--- src/rtl/srde_pkg.sv ---
// Shared constants, types and the digit-to-ASCII mapping for the radix encoder.
// No dependencies; imported by srde_divider and signed_radix_digit_encoder.
package srde_pkg;

    localparam int DEFAULT_WIDTH = 32;   // integer width converted
    localparam int VALUE_W       = 32;   // width of the value port
    localparam int RADIX_W       = 6;
    localparam int DIGIT_W       = 6;    // one digit, 0..35
    localparam int CHAR_W        = 8;
    localparam int DIV_STEP      = 8;    // quotient bits retired per divider cycle

    localparam logic [RADIX_W-1:0] RADIX_MIN = 6'd2;
    localparam logic [RADIX_W-1:0] RADIX_MAX = 6'd36;
    localparam logic [DIGIT_W-1:0] DEC_DIGITS = 6'd10;

    localparam logic [CHAR_W-1:0] CHAR_ZERO    = 8'h30;  // '0'
    localparam logic [CHAR_W-1:0] CHAR_UPPER_A = 8'h41;  // 'A'
    localparam logic [CHAR_W-1:0] CHAR_LOWER_A = 8'h61;  // 'a'
    localparam logic [CHAR_W-1:0] CHAR_MINUS   = 8'h2D;  // '-'
    localparam logic [CHAR_W-1:0] CHAR_NONE    = 8'h00;

    typedef struct packed {
        logic               done;    // one-cycle pulse: quotient and digit ready
        logic [DIGIT_W-1:0] digit;   // remainder of the division
    } div_status_t;

    function automatic logic [CHAR_W-1:0] digit_char(input logic [DIGIT_W-1:0] d,
                                                     input logic upper);
        logic [CHAR_W-1:0] base;
        logic [CHAR_W-1:0] dx;
        base = upper ? CHAR_UPPER_A : CHAR_LOWER_A;
        dx   = CHAR_W'(d);
        if (d >= DEC_DIGITS)
            digit_char = base + dx - CHAR_W'(DEC_DIGITS);
        else
            digit_char = CHAR_ZERO + dx;
    endfunction

endpackage

--- src/rtl/srde_ram.sv ---
// Generic single-write, single-read RAM with registered read data.
// No dependencies.
module srde_ram #(
    parameter int DATA_W = 8,
    parameter int DEPTH  = 32
) (
    input  logic                     clk,
    input  logic                     we,
    input  logic [$clog2(DEPTH)-1:0] waddr,
    input  logic [DATA_W-1:0]        wdata,
    input  logic [$clog2(DEPTH)-1:0] raddr,
    output logic [DATA_W-1:0]        rdata
);

    logic [DATA_W-1:0] mem [DEPTH];
    logic [DATA_W-1:0] rdata_reg;

    always_ff @(posedge clk)
    begin
        if (we)
            mem[waddr] <= wdata;
        rdata_reg <= mem[raddr];
    end

    assign rdata = rdata_reg;

endmodule

--- src/rtl/srde_divider.sv ---
// Iterative divider by a 6-bit radix: restoring division, DIV_STEP quotient bits per cycle.
// Depends on srde_pkg.
module srde_divider
    import srde_pkg::*;
#(
    parameter int WIDTH = DEFAULT_WIDTH
) (
    input  logic               clk,
    input  logic               rst_n,
    input  logic               start,
    input  logic [WIDTH-1:0]   dividend,
    input  logic [RADIX_W-1:0] divisor,   // held stable while busy
    output logic [WIDTH-1:0]   quotient,
    output div_status_t        status
);

    localparam int CYC  = (WIDTH + DIV_STEP - 1) / DIV_STEP;
    localparam int PADW = CYC * DIV_STEP;
    localparam int CW   = (CYC > 1) ? $clog2(CYC) : 1;

    logic [PADW-1:0]    acc_reg, acc_next;
    logic [DIGIT_W-1:0] rem_reg, rem_next;
    logic [CW-1:0]      cnt_reg;
    logic               busy_reg, done_reg;
    logic [DIV_STEP-1:0] qbits;

    // Shared step unit: DIV_STEP dependent narrow compare/subtract steps.
    always_comb
    begin
        logic [DIGIT_W:0] trial;
        logic [DIGIT_W-1:0] r;
        r     = rem_reg;
        qbits = '0;
        trial = '0;
        for (int i = 0; i < DIV_STEP; i++)
        begin
            trial = {r, acc_reg[PADW-1-i]};
            if (trial >= {1'b0, divisor})
            begin
                trial = trial - {1'b0, divisor};
                qbits[DIV_STEP-1-i] = 1'b1;
            end
            r = trial[DIGIT_W-1:0];
        end
        rem_next = r;
        acc_next = (acc_reg << DIV_STEP) | PADW'(qbits);
    end

    always_ff @(posedge clk or negedge rst_n)
    begin
        if (!rst_n)
        begin
            busy_reg <= 1'b0;
            done_reg <= 1'b0;
            cnt_reg  <= '0;
        end
        else
        begin
            done_reg <= 1'b0;
            if (start)
            begin
                busy_reg <= 1'b1;
                cnt_reg  <= '0;
            end
            else if (busy_reg)
            begin
                cnt_reg <= cnt_reg + 1'b1;
                if (cnt_reg == CW'(CYC - 1))
                begin
                    busy_reg <= 1'b0;
                    done_reg <= 1'b1;
                end
            end
        end
    end

    always_ff @(posedge clk)
    begin
        if (start)
        begin
            acc_reg <= PADW'(dividend);
            rem_reg <= '0;
        end
        else if (busy_reg)
        begin
            acc_reg <= acc_next;
            rem_reg <= rem_next;
        end
    end

    assign quotient     = acc_reg[WIDTH-1:0];
    assign status.done  = done_reg;
    assign status.digit = rem_reg;

endmodule

--- src/rtl/signed_radix_digit_encoder.sv ---
// Integer to ASCII converter, radix 2..36, top level.
// Depends on srde_pkg, srde_divider and srde_ram.

// One transfer on the item channel carries an integer (low WIDTH bits of
// value, signed when op = 1), a radix and a letter case; the result channel
// then gives the ASCII string most significant first: a leading '-' for a
// negative signed value, then the digits, with last set on the final one.
// A radix outside 2..36 gives one result with character 0, last 1 and
// bad_radix 1. The block takes one item at a time and item_ready is low
// until the final character has been transferred. The divider
// retires 8 quotient bits per cycle and gives one digit per division;
// each digit character then passes through the digit RAM read and the
// output register, and the sign through the output register alone.
module signed_radix_digit_encoder
    import srde_pkg::*;
#(
    parameter int WIDTH = DEFAULT_WIDTH
) (
    input  logic               clk,
    input  logic               rst_n,
    // item channel
    input  logic               item_valid,
    output logic               item_ready,
    input  logic               op,
    input  logic [VALUE_W-1:0] value,
    input  logic [RADIX_W-1:0] radix,
    input  logic               upper_case,
    // result channel
    output logic               result_valid,
    input  logic               result_ready,
    output logic [CHAR_W-1:0]  character,
    output logic               last,
    output logic               bad_radix
);

    localparam int CNT_W = $clog2(WIDTH + 1);   // digit count, 0..WIDTH
    localparam int AW    = $clog2(WIDTH);       // digit RAM address
    localparam int EXT_W = (WIDTH > VALUE_W) ? WIDTH : VALUE_W;

    typedef enum logic [5:0] {
        ST_IDLE = 6'b000001,  // waiting for an item
        ST_DIV  = 6'b000010,  // repeated division, one digit per pass
        ST_SIGN = 6'b000100,  // load the minus sign
        ST_READ = 6'b001000,  // address the next digit in the RAM
        ST_LOAD = 6'b010000,  // RAM data into the output register
        ST_OUT  = 6'b100000   // result held until transferred
    } state_t;

    state_t             state_reg, state_next;
    logic [CNT_W-1:0]   count_reg, count_next;
    logic               neg_reg, neg_next;
    logic [RADIX_W-1:0] radix_reg, radix_next;
    logic               upper_reg, upper_next;
    logic [CHAR_W-1:0]  character_reg, character_next;
    logic               last_reg, last_next;
    logic               bad_radix_reg, bad_radix_next;

    // Input decode
    logic [EXT_W-1:0] value_ext;
    logic [WIDTH-1:0] v_in, mag_in;
    logic             neg_in, radix_bad, item_xfer;

    assign value_ext = EXT_W'(value);
    assign v_in      = value_ext[WIDTH-1:0];
    assign neg_in    = op & v_in[WIDTH-1];
    // Two's complement modulo 2^WIDTH: the most negative value maps to itself,
    // which is the correct unsigned magnitude.
    assign mag_in    = neg_in ? (~v_in + 1'b1) : v_in;
    assign radix_bad = (radix < RADIX_MIN) || (radix > RADIX_MAX);
    assign item_xfer = item_valid && item_ready;

    // Divider and digit store
    logic               div_start;
    logic [WIDTH-1:0]   div_dividend, div_quotient;
    div_status_t        div_status;
    logic               ram_we;
    logic [AW-1:0]      ram_raddr;
    logic [DIGIT_W-1:0] ram_rdata;
    logic [CNT_W-1:0]   count_inc, count_dec;

    assign count_inc = count_reg + 1'b1;
    assign count_dec = count_reg - 1'b1;
    assign ram_raddr = count_dec[AW-1:0];

    // Next dividend: fresh magnitude on accept, running quotient otherwise.
    assign div_dividend = state_reg[0] ? mag_in : div_quotient;

    srde_divider #(
        .WIDTH(WIDTH)
    ) u_divider (
        .clk     (clk),
        .rst_n   (rst_n),
        .start   (div_start),
        .dividend(div_dividend),
        .divisor (radix_reg),
        .quotient(div_quotient),
        .status  (div_status)
    );

    srde_ram #(
        .DATA_W(DIGIT_W),
        .DEPTH (WIDTH)
    ) u_digit_ram (
        .clk  (clk),
        .we   (ram_we),
        .waddr(count_reg[AW-1:0]),
        .wdata(div_status.digit),
        .raddr(ram_raddr),
        .rdata(ram_rdata)
    );

    // Sequencer
    always_comb
    begin
        state_next     = state_reg;
        count_next     = count_reg;
        neg_next       = neg_reg;
        radix_next     = radix_reg;
        upper_next     = upper_reg;
        character_next = character_reg;
        last_next      = last_reg;
        bad_radix_next = bad_radix_reg;
        div_start      = 1'b0;
        ram_we         = 1'b0;

        unique case (state_reg)
            ST_IDLE:
            begin
                if (item_xfer)
                begin
                    if (radix_bad)
                    begin
                        // single error result, conversion state untouched
                        character_next = CHAR_NONE;
                        last_next      = 1'b1;
                        bad_radix_next = 1'b1;
                        state_next     = ST_OUT;
                    end
                    else
                    begin
                        neg_next   = neg_in;
                        radix_next = radix;
                        upper_next = upper_case;
                        count_next = '0;
                        div_start  = 1'b1;
                        state_next = ST_DIV;
                    end
                end
            end

            ST_DIV:
            begin
                if (div_status.done)
                begin
                    ram_we     = 1'b1;
                    count_next = count_inc;
                    if ((div_quotient == '0) || (count_inc == CNT_W'(WIDTH)))
                        state_next = neg_reg ? ST_SIGN : ST_READ;
                    else
                        div_start = 1'b1;
                end
            end

            ST_SIGN:
            begin
                character_next = CHAR_MINUS;
                last_next      = 1'b0;
                bad_radix_next = 1'b0;
                state_next     = ST_OUT;
            end

            ST_READ:
            begin
                count_next = count_dec;
                state_next = ST_LOAD;
            end

            ST_LOAD:
            begin
                character_next = digit_char(ram_rdata, upper_reg);
                last_next      = (count_reg == '0);
                bad_radix_next = 1'b0;
                state_next     = ST_OUT;
            end

            ST_OUT:
            begin
                if (result_ready)
                    state_next = last_reg ? ST_IDLE : ST_READ;
            end

            default:
            begin
                state_next = ST_IDLE;
            end
        endcase
    end

    always_ff @(posedge clk or negedge rst_n)
    begin
        if (!rst_n)
        begin
            state_reg <= ST_IDLE;
            count_reg <= '0;
            neg_reg   <= 1'b0;
            radix_reg <= '0;
            upper_reg <= 1'b0;
        end
        else
        begin
            state_reg <= state_next;
            count_reg <= count_next;
            neg_reg   <= neg_next;
            radix_reg <= radix_next;
            upper_reg <= upper_next;
        end
    end

    // Output payload register, no reset needed
    always_ff @(posedge clk)
    begin
        character_reg <= character_next;
        last_reg      <= last_next;
        bad_radix_reg <= bad_radix_next;
    end

    assign item_ready   = state_reg[0];
    assign result_valid = state_reg[5];
    assign character    = character_reg;
    assign last         = last_reg;
    assign bad_radix    = bad_radix_reg;

    // Assertions
    a_one_side: assert property (@(posedge clk) disable iff (!rst_n)
        !(item_ready && result_valid))
        else $error("item_ready and result_valid both high");

    a_count_range: assert property (@(posedge clk) disable iff (!rst_n)
        count_reg <= CNT_W'(WIDTH))
        else $error("digit count beyond WIDTH");

    a_bad_result: assert property (@(posedge clk) disable iff (!rst_n)
        (item_xfer && radix_bad) |=> (result_valid && bad_radix && last))
        else $error("bad radix did not yield a single error result");

    a_bad_char: assert property (@(posedge clk) disable iff (!rst_n)
        (result_valid && bad_radix) |-> (character == CHAR_NONE))
        else $error("error result carries a character");

    a_div_in_div: assert property (@(posedge clk) disable iff (!rst_n)
        div_status.done |-> (state_reg == ST_DIV))
        else $error("divider finished outside the divide phase");

endmodule
--- config.mk ---
export PLATFORM = sky130hd
export DESIGN_NAME = signed_radix_digit_encoder
export DESIGN_NICKNAME = d
export VERILOG_FILES = /design/src/rtl/srde_pkg.sv /design/src/rtl/srde_ram.sv /design/src/rtl/srde_divider.sv /design/src/rtl/signed_radix_digit_encoder.sv
export SDC_FILE = /design/constraint.sdc
export NUM_CORES = 1
export LEC_CHECK = 0
export ABC_AREA = 1
export BUFFER_PORTS_ARGS = -buffer_cell sky130_fd_sc_hd__buf_2
export CORE_UTILIZATION = 25
export DETAILED_ROUTE_END_ITERATION = 16
export PLACE_DENSITY_LB_ADDON = 0.15
export SYNTH_ARGS = -nofsm -noshare
export SYNTH_HDL_FRONTEND = slang
export SYNTH_SLANG_ARGS = --single-unit
--- constraint.sdc ---
create_clock -name clk -period 13.3 [get_ports clk]
set_input_delay 1.33 -clock clk [delete_from_list [all_inputs] [get_ports clk]]
set_output_delay 1.33 -clock clk [all_outputs]
set_load 0.01 [all_outputs]
; ---- Word level (Yosys, flattened, before mapping)
; Memory sizes are Yosys's and may differ from the RTL's. A register that Yosys moved wholly into a read port is not among the register bits.
; Cells that the tools add are included.
[word_totals]
ram_bits = 192
out_inout_bits = 12
register_bits = 72
memories = 1
elab_cells = 133
[mem_list]
columns = name, words, word_bits, read_ports, rd_clocked_by_memory_dff, wr, line_no
row1 = u_digit_ram.mem, 32, 6, 1, 1, 1, srde_ram.sv:15  ; logic [DATA_W-1:0] mem [DEPTH];
[op_classes]
order_cmp = 11
mux = 58
add_sub_neg = 15
n_bitwise = 4
reduce_logical = 16
eq_ne = 15
[ops]
columns = op, count
row1 = $mux 32, 4
row2 = $mux 6, 17
row3 = $ge 7x6->1, 8
row4 = $sub 6x6->6, 8
row5 = $add 32x1->32 const B, 1
row6 = $logic_not 32->1, 1
row7 = $not 32->32, 1
row8 = $or 32x8->32, 1
row9 = $pmux 6 s5, 1
row10 = $mux 1, 24
row11 = $mux 8, 3
row12 = $pmux 8 s3, 1
row13 = $pmux 6 s3, 1
row14 = $eq 6x6->1 const B, 2
row15 = $ne 2x2->1 const B, 6
row16 = $reduce_and 3->1, 3
row17 = $add 7x6->8, 1
row18 = $mux 4, 2
row19 = $reduce_and 4->1, 2
row20 = $sub 8x4->8 const B, 1
row21 = $add 6x6->7 const A, 1
row22 = $add 6x1->6 const B, 1
row23 = $eq 6x1->1 const B, 1
row24 = $eq 6x2->1 const B, 1
row25 = 22 further kinds, 27

; ---- Longest topological paths before layout
; Gate-level depths: netlist of the first run.
[depth]
word_depth = 19
ltp_mapped = 88
mapped_depth_nobuf = 88

; ---- Cells and area by module
; From an unflattened synthesis of the first run, not the netlist that was laid out.
[hier_totals]
hier_cells = 1862
hier_area_um2 = 15947.8
[modules_own_cells]
columns = module, area_each_um2, cells_per_inst, n_inst, seq_area_each_um2
row1 = srde_ram, 8077.7, 704, 1, 5885.6
row2 = srde_divider, 4584.4, 626, 1, 1181.1
row3 = signed_radix_digit_encoder, 3285.7, 532, 1, 802.0

; ---- Worst setup path after synthesis of the first run
; OpenSTA, ideal clock, no wires.
[synth_timing]
path_kind = reg-to-reg
startpoint = register u_divider.rem_reg[4]
endpoint = register u_divider.rem_reg[4]
path_buffers = 0
required_time_ps = 13186
path_stages_with_launch = 87
period_less_slack_ps = 12219
setup_slack_ps = 1081
t_arrival_ps = 12104
cell_sequence = dfxtp_1 ha_1 inv_1 nor2_2 nand2_1 inv_1 nand2_1 nand3_4 o21ai_0 inv_1 ha_1 nand3b_1 nand3_1 nand2_1 nand2_1 inv_1 nand2_2 nor2_2 [... 51 more ...] a221oi_1 inv_1 nor2_2 nand3_1 nand2_1 inv_1 ha_1 inv_1 o21bai_1 a21oi_1 nor2_1 nor2_1 o21a_1 inv_1 nor2_2 nand3_1 nand3_1 nand2_1
[synth_via]
elab_chain_cells = 16
elab_cells_between_ends = 24
[synth_rtl]
columns = item, line_no
row1 = "start, declared", srde_divider.sv:22  ; logic [DIGIT_W-1:0] rem_reg, rem_next;
row2 = "start signal, assigned", srde_divider.sv:87  ; rem_reg <= rem_next;
row3 = $sub 6x6->6 / $ge 7x6->1 (equally long branches), "srde_divider.sv:40, srde_divider.sv:38"
row4 = $mux 6 (*), srde_divider.sv:38  ; if (trial >= {1'b0, divisor})
row5 = $ge 7x6->1 / $sub 6x6->6 (equally long branches), "srde_divider.sv:38, srde_divider.sv:40"
row6 = $mux 6 (*), srde_divider.sv:38
row7 = $sub 6x6->6 / $ge 7x6->1 (equally long branches), "srde_divider.sv:40, srde_divider.sv:38"
row8 = $mux 6 (*), srde_divider.sv:38
row9 = $sub 6x6->6 / $ge 7x6->1 (equally long branches), "srde_divider.sv:40, srde_divider.sv:38"
row10 = $mux 6 (*), srde_divider.sv:38
row11 = $sub 6x6->6 / $ge 7x6->1 (equally long branches), "srde_divider.sv:40, srde_divider.sv:38"
row12 = $mux 6 (*), srde_divider.sv:38
row13 = $sub 6x6->6 / $ge 7x6->1 (equally long branches), "srde_divider.sv:40, srde_divider.sv:38"
row14 = $mux 6 (*), srde_divider.sv:38
row15 = $ge 7x6->1 / $sub 6x6->6 (equally long branches), "srde_divider.sv:38, srde_divider.sv:40"
row16 = $mux 6 (*), srde_divider.sv:38
row17 = $sub 6x6->6 / $ge 7x6->1 (equally long branches), "srde_divider.sv:40, srde_divider.sv:38"
row18 = $mux 6 (*), srde_divider.sv:38
; Mark *: on every way between the ends. The rest lies on a longest branch, timed or not.
; A chain may end at the register's enable or synchronous reset.

; ---- Worst setup path after layout of the first run
[layout_timing]
startpoint = register u_divider.acc_reg[31], in the netlist u_divider.quotient[31]
endpoint = register u_divider.acc_reg[0], in the netlist u_divider.quotient[0] (data pin)
[layout_via]
elab_chain_cells = 19
elab_cells_between_ends = 31
[layout_rtl]
columns = item, line_no
row1 = "start, declared", srde_divider.sv:21  ; logic [PADW-1:0] acc_reg, acc_next;
row2 = "start signal, assigned", srde_divider.sv:81  ; acc_reg <= PADW'(dividend);
row3 = "start signal, assigned", srde_divider.sv:86  ; acc_reg <= acc_next;
row4 = $sub 6x6->6 / $ge 7x6->1 (equally long branches), "srde_divider.sv:40, srde_divider.sv:38"
row5 = $mux 6, srde_divider.sv:38
row6 = $sub 6x6->6 / $ge 7x6->1 (equally long branches), "srde_divider.sv:40, srde_divider.sv:38"
row7 = $mux 6, srde_divider.sv:38
row8 = $sub 6x6->6 / $ge 7x6->1 (equally long branches), "srde_divider.sv:40, srde_divider.sv:38"
row9 = $mux 6, srde_divider.sv:38
row10 = $sub 6x6->6 / $ge 7x6->1 (equally long branches), "srde_divider.sv:40, srde_divider.sv:38"
row11 = $mux 6, srde_divider.sv:38
row12 = [... 3 more ...], n/a
row13 = $mux 6, srde_divider.sv:38
row14 = $ge 7x6->1 / $sub 6x6->6 (equally long branches), "srde_divider.sv:38, srde_divider.sv:40"
row15 = $mux 6, srde_divider.sv:38
row16 = $ge 7x6->1, srde_divider.sv:38
row17 = $mux 1, srde_divider.sv:38
row18 = $or 32x8->32, srde_divider.sv:46  ; acc_next = (acc_reg << DIV_STEP) | PADW'(qbits);
row19 = $mux 32, srde_divider.sv:84  ; else if (busy_reg)
row20 = $mux 32 (*), srde_divider.sv:79  ; if (start)
; Mark *: on every way between the ends. The rest lies on a longest branch, timed or not. The select of a mux whose other input is x is not followed.

==> flow_summary.json, run 1 <==
{
  "mappedNetlistNets": 1616,
  "cap_violations": 0,
  "grt_pass1_vias": 11130,
  "reg2reg_from": "u_divider.quotient[31]$_DFFE_PP_",
  "port_buffers": 55,
  "worst-slew-pin-transition_ns": 1.003,
  "die_h_um": 244.9,
  "die_area_um2": 59950,
  "cts_root_buffer": "clkbuf_16",
  "overflow": 0,
  "die_w_um": 244.9,
  "fin_tns_setup_ns": 0,
  "critPathCaptureType": "flop",
  "critical_path.max_fanout": 9,
  "ys_warn_count": 0,
  "gp_congestion": 0.8226,
  "num_vias": 11040,
  "finalSetupViolations": 0,
  "worstHoldPathType": "reg2reg",
  "final_common_cell": "edfxtp_1",
  "instances_no_fill": 2365,
  "fin_crit_sh_pct": 92.34,
  "synth_edf_count": 234,
  "initialDrtViolationCount": 674,
  "final_antenna_net_count": 0,
  "setup_slack_ns": 1.019,
  "viasPerCell": 4.668,
  "nNetsFinal": 1689,
  "period_minus_slack_ns": 12.28,
  "critical_path_class": "reg2reg",
  "cp_slowest_stage_delay_ns": 0.46,
  "ys_seq_elements": 270,
  "r2r-end": "u_divider.quotient[0]$_DFFE_PP_",
  "largest_reg_flops": 192,
  "ys.flop_type": "edfxtp_1",
  "synth_area_per_cell_um2": 9.829,
  "critPathRequiredTime_ns": 13.57,
  "dp_hpwl_mm": 28.54,
  "antenna_found_initial": 2,
  "fp-row-count": 88,
  "slew_violations": 0,
  "worstPathArrival_ns": 12.55,
  "ff2ff_setup_slack_ns": 1.02,
  "yosysSeqAreaShare_pct": 53.37,
  "crit_top_cell": "nand2_1",
  "hold_ws_ns": 0.5329,
  "drt_pass1_iterations": 5,
  "fmax_mhz": 81.43,
  "grt_max_degree": 83,
  "reg2regPathDepth": 83,
  "path_clk_slew_ns": 0.06,
  "grt_usage_pct": 14.00,
  "start_util_pct": 25.41,
  "area_growth_pct": 16.64,
  "netlist_area_um2": 14740,
  "grt_pass1_wl_mm": 64.74,
  "dp_cells": 2296,
  "io_pins": 56,
  "routed_wl_mm": 41.61,
  "hold_viol": 0,
  "synth_cell_type_count": 52,
  "min_to": "u_divider.cnt_reg[1]$_DFFE_PN0P_",
  "worstHoldStart": "u_divider.cnt_reg[1]$_DFFE_PN0P_",
  "min_path_cells": 1,
  "cp_slowest_cell": "edfxtp_1",
  "postSynthCellCount": 1500,
  "skew_ns": 0.01796,
  "mostFrequentLayoutCells": "edfxtp_1 (234), nor2_1 (226), nand2_1 (221)",
  "place_worst_setup_slack_ns": 0.1168,
  "status": "finished, final reports clean",
  "h-tree-depth": 2,
  "relSlewSlack_pct": 33.15,
  "start_kind": "flop",
  "clk_path_buf_depth": 3,
  "tritoncts": "built",
  "drc": 0,
  "cts_inserted_buffers": 34,
  "avgRoutedWirePerCell_um": 17.60,
  "cts_sinks": 270,
  "async_flop_share_pct": 8.889,
  "drive_gt1_share_pct": 12.51,
  "clock_latency_ns": 0.53,
  "core-area_um2": 58030
}
-- cell usage after synthesis, types with 11 or more instances --
master | n | area [µm²]
a21oi_1 | 40 | 200.2
a31oi_1 | 11 | 68.82
clkbuf_1 | 44 | 165.2
dfrtp_1 | 23 | 575.6
dfxtp_1 | 12 | 240.2
edfxtp_1 | 234 | 7027
ha_1 | 63 | 788.3
inv_1 | 144 | 540.5
mux2i_1 | 19 | 190.2
nand2_1 | 222 | 833.3
nand3_1 | 54 | 270.3
nand4_1 | 16 | 100.1
nor2_1 | 226 | 848.3
nor3_1 | 16 | 80.08
nor4_1 | 12 | 75.07
o211ai_1 | 20 | 150.1
o21ai_0 | 139 | 695.7
o221ai_1 | 19 | 166.4
o32ai_1 | 29 | 254.0
xnor2_1 | 28 | 245.2
xor2_1 | 38 | 332.8
-- layer usage --
layer / track usage (%) / up-vias / share of wire, %
met5: 0 / - / 0.031
met4: 5.037 / 2 / 2.8
met3: 2.088 / 73 / 4.3
met2: 23.51 / 229 / 47
met1: 18.17 / 5333 / 45
li1: - / 5403 / -
-- how the worst max path moves through the flow --
stage / start / end / slack [ns] / cells past startpoint
5_1_grt: u_divider.quotient[31]$_DFFE_PP_ / u_divider.quotient[0]$_DFFE_PP_ / -0.06 / 84
2_1_floorplan: u_divider.rem_reg[4]$_SDFFE_PP0P_ / u_divider.rem_reg[4]$_SDFFE_PP0P_ / 1.08 / 86
3_5_place_dp: radix_reg[3]$_DFFE_PN0P_ / u_divider.rem_reg[2]$_SDFFE_PP0P_ / 0.12 / 85
3_3_place_gp: radix_reg[3]$_DFFE_PN0P_ / u_divider.rem_reg[2]$_SDFFE_PP0P_ / 0.50 / 84
6_report: u_divider.quotient[31]$_DFFE_PP_ / u_divider.quotient[0]$_DFFE_PP_ / 1.02 / 83
4_1_cts: u_divider.quotient[31]$_DFFE_PP_ / u_divider.rem_reg[2]$_SDFFE_PP0P_ / 0.06 / 85
-- metrics by stage --
step	util [%]	area [µm²]
2_1_floorplan	-	14740
3_3_place_gp	27.55	15980
3_5_place_dp	27.55	15980
4_1_cts	29.43	17080
5_1_grt	29.63	17200
6_report	29.64	17200
-- cell families after synthesis --
group                    share of synthesized area [%]
XOR/XNOR                                         3.921
multiplexers                                     1.290
AND/OR/NAND/NOR                                  17.93
adder cells (fa/ha/maj)                          6.568
AO/OA/AOI/OAI                                    11.84
flip-flops                                       53.37
buffers and inverters                            5.083
-- worst max-delay path, delay by kind of cell (launching register included) --
family / cells / cell delay, ns
AOI/OAI and AO/OA: 27 / 4.29
adders and majority gates: 9 / 2.84
buffers and inverters: 13 / 1.25
DFF: 1 / 0.46
and+or+nand+nor: 34 / 3.14
-- repair_timing --
| item | CTS | global route |
|---|---|---|
| resized for setup | 0 | 26 |
| hold buffers | 0 | 0 |
| buffers inserted | 0 | 6 |
| endpoints found under the setup margin | 0 | 7 |
-- cell type report --
class                           count  area, µm²
Antenna cell                        1      2.502
Clock buffer                       44      929.6
Clock inverter                     18      163.9
Fill cell                        6015      40830
Inverter                          148      555.5
Multi-Input combinational cell   1032       6201
Sequential cell                   270       7873
Tap cell                          765      957.2
Timing Repair Buffer               87      515.5
Power of run 1 is left out: the tool's default activity adds up to more than one toggle a clock period on the data nets, which glitch-free logic cannot reach.
==> inputs of run 2 (changes only) <==
- BUFFER_PORTS_ARGS: -buffer_cell sky130_fd_sc_hd__buf_2 -> -buffer_cell sky130_fd_sc_hd__clkbuf_2
- CELL_PAD_IN_SITES_DETAIL_PLACEMENT: default -> 1
- CELL_PAD_IN_SITES_GLOBAL_PLACEMENT: default -> 2
- clock period: 13.3 -> 14.8 ns (I/O delays scaled with it)
==> flow_summary.json, run 2 (synthesis results as in run 1) <==
{
  "h-tree-depth": 2,
  "status": "finished, final reports clean",
  "cts_hold_buf": 0,
  "start_util_pct": 25.41,
  "final_common_cell": "edfxtp_1",
  "worstHoldStart": "u_divider.cnt_reg[1]$_DFFE_PN0P_",
  "worst-slew-pin-transition_ns": 0.9256,
  "min_to": "u_divider.cnt_reg[1]$_DFFE_PN0P_",
  "critPathRequiredTime_ns": 15.24,
  "critical_path_class": "reg2reg",
  "multi_input_comb_area_um2": 6142,
  "io_pins": 56,
  "gp_congestion": 0.7577,
  "port_buffers": 55,
  "r2r-end": "u_divider.rem_reg[3]$_SDFFE_PP0P_",
  "critical_path.max_fanout": 10,
  "critPathCaptureType": "flop",
  "relSlewSlack_pct": 38.30,
  "initialDrtViolationCount": 636,
  "cts_sinks": 270,
  "grt_pass1_wl_mm": 69.73,
  "place_worst_setup_slack_ns": 0.7323,
  "antenna_found_initial": 1,
  "drive_gt1_share_pct": 11.82,
  "drt_pass1_iterations": 5,
  "num_vias": 10870,
  "reg2regPathDepth": 87,
  "fmax_mhz": 74.50,
  "period_minus_slack_ns": 13.42,
  "fin_crit_sh_pct": 90.69,
  "grt_pass1_vias": 11410,
  "fp-row-count": 88,
  "start_kind": "flop",
  "final_antenna_net_count": 0,
  "die_h_um": 244.9,
  "skew_ns": 0.02045,
  "reg2reg_from": "radix_reg[3]$_DFFE_PN0P_",
  "finalSetupViolations": 0,
  "nNetsFinal": 1680,
  "largest_reg_flops": 192,
  "grt_usage_pct": 15.29,
  "cts_inserted_buffers": 35,
  "dp_hpwl_mm": 32.00,
  "cap_violations": 0,
  "crit_top_cell": "nand2_1",
  "overflow": 0,
  "mostFrequentLayoutCells": "edfxtp_1 (234), nor2_1 (226), nand2_1 (222)",
  "clk_path_buf_depth": 3,
  "cp_slowest_stage_delay_ns": 0.36,
  "routed_wl_mm": 45.40,
  "ff2ff_setup_slack_ns": 1.38,
  "setup_slack_ns": 1.378,
  "drc": 0,
  "die_area_um2": 59950,
  "area_growth_pct": 16.16,
  "clock_latency_ns": 0.55,
  "viasPerCell": 4.614,
  "avgRoutedWirePerCell_um": 19.27,
  "cp_slowest_cell": "dfrtp_1",
  "core-area_um2": 58030,
  "register_area_um2": 7876,
  "die_w_um": 244.9,
  "worstHoldPathType": "reg2reg",
  "worstPathArrival_ns": 13.86,
  "hold_viol": 0,
  "grt_max_degree": 56,
  "min_path_cells": 1,
  "path_clk_slew_ns": 0.06,
  "tritoncts": "built",
  "fillers": 6583,
  "cts_root_buffer": "clkbuf_16",
  "slew_violations": 0
}
-- run 2: changes by cell type in the layout (fill, tap and decap cells not counted), moves of 4 or more --
cell / change
buf_4: -12
o21ai_1: -5
o21ai_0: +7
a21oi_1: +4
buf_2: -55
a21oi_2: -4
clkbuf_2: +55
clkinv_2: +4
-- run 2: per-stage QoR --
step                hold slack, ns  cell area [µm²]  util, %  cells    TNS, ns
finish                      0.5175            17130    29.52   2356          0
global route                0.5264            17120    29.51   2355  -0.003267
detailed placement          0.5027            15950    27.48   2291          0
CTS                         0.5176            17090    29.45   2354          0
global placement            0.5004            15950    27.48   2291          0
floorplan                   0.4483            14740        -   1500          0
-- run 2: critical path: cells and delay by family (launching register included) --
kind	cells	cell delay [ns]
AO/OA/AOI/OAI	28	4.91
AND/OR/NAND/NOR	35	4.12
adder cells (fa/ha/maj)	8	2.56
buffers and inverters	16	1.31
flip-flops	1	0.36
-- run 2: repair_timing --
item | 4_1_cts | 5_1_grt
endpoints found under the setup margin | 0 | 7
endpoints found under the hold margin | 0 | 0
resized for setup | 0 | 11
buffers inserted | 0 | 1
-- run 2: how the worst max path moves through the flow --
stage / start / endpoint / slack, ns / depth (start not counted)
4_1_cts: radix_reg[1]$_DFFE_PN0P_ / u_divider.rem_reg[5]$_SDFFE_PP0P_ / 0.67 / 83
3_5_place_dp: radix_reg[1]$_DFFE_PN0P_ / u_divider.rem_reg[1]$_SDFFE_PP0P_ / 0.73 / 83
6_report: radix_reg[3]$_DFFE_PN0P_ / u_divider.rem_reg[3]$_SDFFE_PP0P_ / 1.38 / 87
2_1_floorplan: u_divider.rem_reg[4]$_SDFFE_PP0P_ / u_divider.rem_reg[4]$_SDFFE_PP0P_ / 2.58 / 86
3_3_place_gp: radix_reg[1]$_DFFE_PN0P_ / u_divider.rem_reg[3]$_SDFFE_PP0P_ / 1.15 / 85
5_1_grt: u_divider.rem_reg[1]$_SDFFE_PP0P_ / u_divider.rem_reg[5]$_SDFFE_PP0P_ / -0.003 / 86
-- run 2: area by class of cell --
cell class	count	share of cell area, %
Antenna cell	1	0.01461
Clock buffer	40	5.282
Clock inverter	23	1.388
Inverter	148	3.244
Multi-Input combinational cell	1032	35.86
Sequential cell	270	45.99
Tap cell	765	5.589
Timing Repair Buffer	77	2.630
-- run 2: routing by layer --
| layer | track usage, % | wire length, µm |
|---|---|---|
| met1 | 20.34 | 21590 |
| met2 | 25.68 | 21780 |
| met3 | 2.034 | 1181 |
| met4 | 4.632 | 850 |
| met5 | 0 | 0 |
Power of run 2 is left out for the same reason.
==> inputs of run 3 (changes only) <==
- CTS_CLUSTER_SIZE: default -> 12
- SYNTH_HIERARCHICAL: default -> 1
==> flow_summary.json, run 3 <==
{
  "grt_pass1_vias": 13190,
  "slew_violations": 0,
  "fillers": 7503,
  "overflow": 0,
  "h-tree-depth": 2,
  "synth_top_area_share_pct": 44.06,
  "worstPathArrival_ns": 13.72,
  "dp_hpwl_mm": 36.62,
  "die_w_um": 254.6,
  "synth_cell_type_count": 54,
  "clk_path_buf_depth": 3,
  "cts_sinks": 270,
  "ys_seq_elements": 270,
  "netlist_area_um2": 15950,
  "worstHoldStart": "radix_reg[4]$_DFFE_PN0P_",
  "yosys-top-cells-area": "edfxtp_1 (44%), nand2_1 (15%), nand3_1 (7.6%), ha_1 (4.9%), dfrtp_1 (3.6%)",
  "fp-row-count": 92,
  "crit_start": "radix_reg[1]$_DFFE_PN0P_",
  "largest_reg_flops": 192,
  "ys.flop_type": "edfxtp_1",
  "nNetsFinal": 2036,
  "status": "finished, final reports clean",
  "area_growth_pct": 14.77,
  "routed_wl_mm": 52.53,
  "worst-slew-pin-transition_ns": 1.144,
  "fmax_mhz": 74.39,
  "die_h_um": 254.6,
  "drive_gt1_share_pct": 10.53,
  "critPathRequiredTime_ns": 15.08,
  "worstHoldPathType": "reg2reg",
  "critPathCaptureType": "flop",
  "gp_congestion": 0.7678,
  "cts_root_buffer": "clkbuf_16",
  "initialDrtViolationCount": 492,
  "final_antenna_net_count": 0,
  "reg2reg_from": "radix_reg[1]$_DFFE_PN0P_",
  "fin_tns_setup_ns": 0,
  "ys_warn_count": 6,
  "synth_edf_count": 234,
  "cts_inserted_buffers": 34,
  "antenna_found_initial": 0,
  "synth_area_per_cell_um2": 8.565,
  "synthMostInstantiatedCell": "nand2_1",
  "fin_util_pct": 29.02,
  "grt_usage_pct": 16.39,
  "drt_pass1_iterations": 5,
  "synthTopCellsByCount": "nand2_1 (655), nand3_1 (241), edfxtp_1 (234)",
  "clock_latency_ns": 0.56,
  "critical_path_class": "reg2reg",
  "start_util_pct": 25.28,
  "fin_crit_sh_pct": 90.83,
  "cap_violations": 0,
  "rsz0062_at_grt": "false",
  "post-synth-top-area-cell": "edfxtp_1",
  "mappedNetlistNets": 1977,
  "viasPerCell": 4.559,
  "period_minus_slack_ns": 13.44,
  "final_common_cell": "nand2_1",
  "die_area_um2": 64810,
  "port_buffers": 55,
  "core-area_um2": 63080,
  "cts_hold_buf": 0,
  "path_clk_slew_ns": 0.06,
  "cp_slowest_stage_delay_ns": 0.38,
  "tritoncts": "built",
  "postSynthCellCount": 1862,
  "mostFrequentLayoutCells": "nand2_1 (654), nand3_1 (241), edfxtp_1 (234)",
  "avgRoutedWirePerCell_um": 18.81,
  "insertedDiodeCount": 0,
  "relSlewSlack_pct": 23.73,
  "grt_pass1_wl_mm": 80.18,
  "finalSetupViolations": 0,
  "yosysSeqAreaShare_pct": 49.34,
  "cp_slowest_cell": "ha_1",
  "io_pins": 56,
  "drc": 0,
  "grt_max_degree": 97,
  "start_kind": "flop",
  "skew_ns": 0.02286,
  "async_flop_share_pct": 8.889,
  "num_vias": 12730,
  "critical_path.max_fanout": 9,
  "crit_top_cell": "nand2_1",
  "hold_viol": 0
}
[run 3: worst paths after layout]
kind | endpoint | slack [ns] | cells past startpoint
max in group asynchronous | radix_reg[2]$_DFFE_PN0P_ | 13.32 | 1
hold / removal | radix_reg[4]$_DFFE_PN0P_ | 0.48 | 2
hold reg to reg | radix_reg[4]$_DFFE_PN0P_ | 0.48 | 2
setup / recovery | u_divider/quotient[0]$_DFFE_PP_ | 1.36 | 81
min in group asynchronous | count_reg[2]$_DFFE_PN0P_ | 0.99 | 1
setup reg to reg | u_divider/quotient[0]$_DFFE_PP_ | 1.36 | 81
[run 3: cell families (layout without fill, tap and decap cells)]
| logic type | count (synthesis) | in the layout | share of synthesized area (%) |
|---|---|---|---|
| DFF | 270 | 270 | 49.34 |
| AOI/OAI and AO/OA | 127 | 127 | 4.598 |
| adders and majority gates | 71 | 71 | 5.994 |
| and+or+nand+nor | 1133 | 1133 | 31.45 |
| buffers and inverters | 207 | 292 | 5.657 |
| xor gates and xnor gates | 54 | 54 | 2.966 |
[run 3: area by class of cell]
class,instances,area [µm²],share of cell area (%)
Sequential cell,270,7869,42.99
Clock buffer,41,897.1,4.901
Multi-Input combinational cell,1385,7202,39.35
Clock inverter,21,236.5,1.292
Timing Repair Buffer,82,478.0,2.611
Inverter,148,563.0,3.076
Tap cell,846,1059,5.783
[run 3: stage by stage]
stage                     cell area [µm²]  instances  setup slack (ns)  hold WS, ns
final                               18300       2793             1.357       0.4781
after floorplan                     15950       1862             2.425       0.4419
after global routing                18300       2793          0.007894       0.5194
after detailed placement            17110       2726            0.5634       0.4721
after CTS                           18250       2788            0.5320       0.4845
after global placement              17110       2726             1.156       0.4677
[run 3: routing by layer]
layer | track usage, % | vias up | share of wire, %
met5 | 0 | - | 0
met3 | 1.960 | 50 | 2.4
met1 | 21.26 | 6218 | 46
li1 | - | 6348 | -
met2 | 28.96 | 116 | 50
met4 | 3.678 | 0 | 1.5
[run 3: worst max-delay path, delay by kind of cell, from the launching register on]
family                   cells  cell delay (ns)
AO/OA/AOI/OAI               26             4.59
AND/OR/NAND/NOR             35             4.32
adder cells (fa/ha/maj)      8             2.72
buffers and inverters       12             1.17
flip-flops                   1             0.32
[run 3: what timing repair did]
item | CTS | global route
endpoints found under the setup margin | 0 | 7
setup buffers | 0 | 5
gates resized for setup | 0 | 6
Power of run 3 is left out for the same reason.
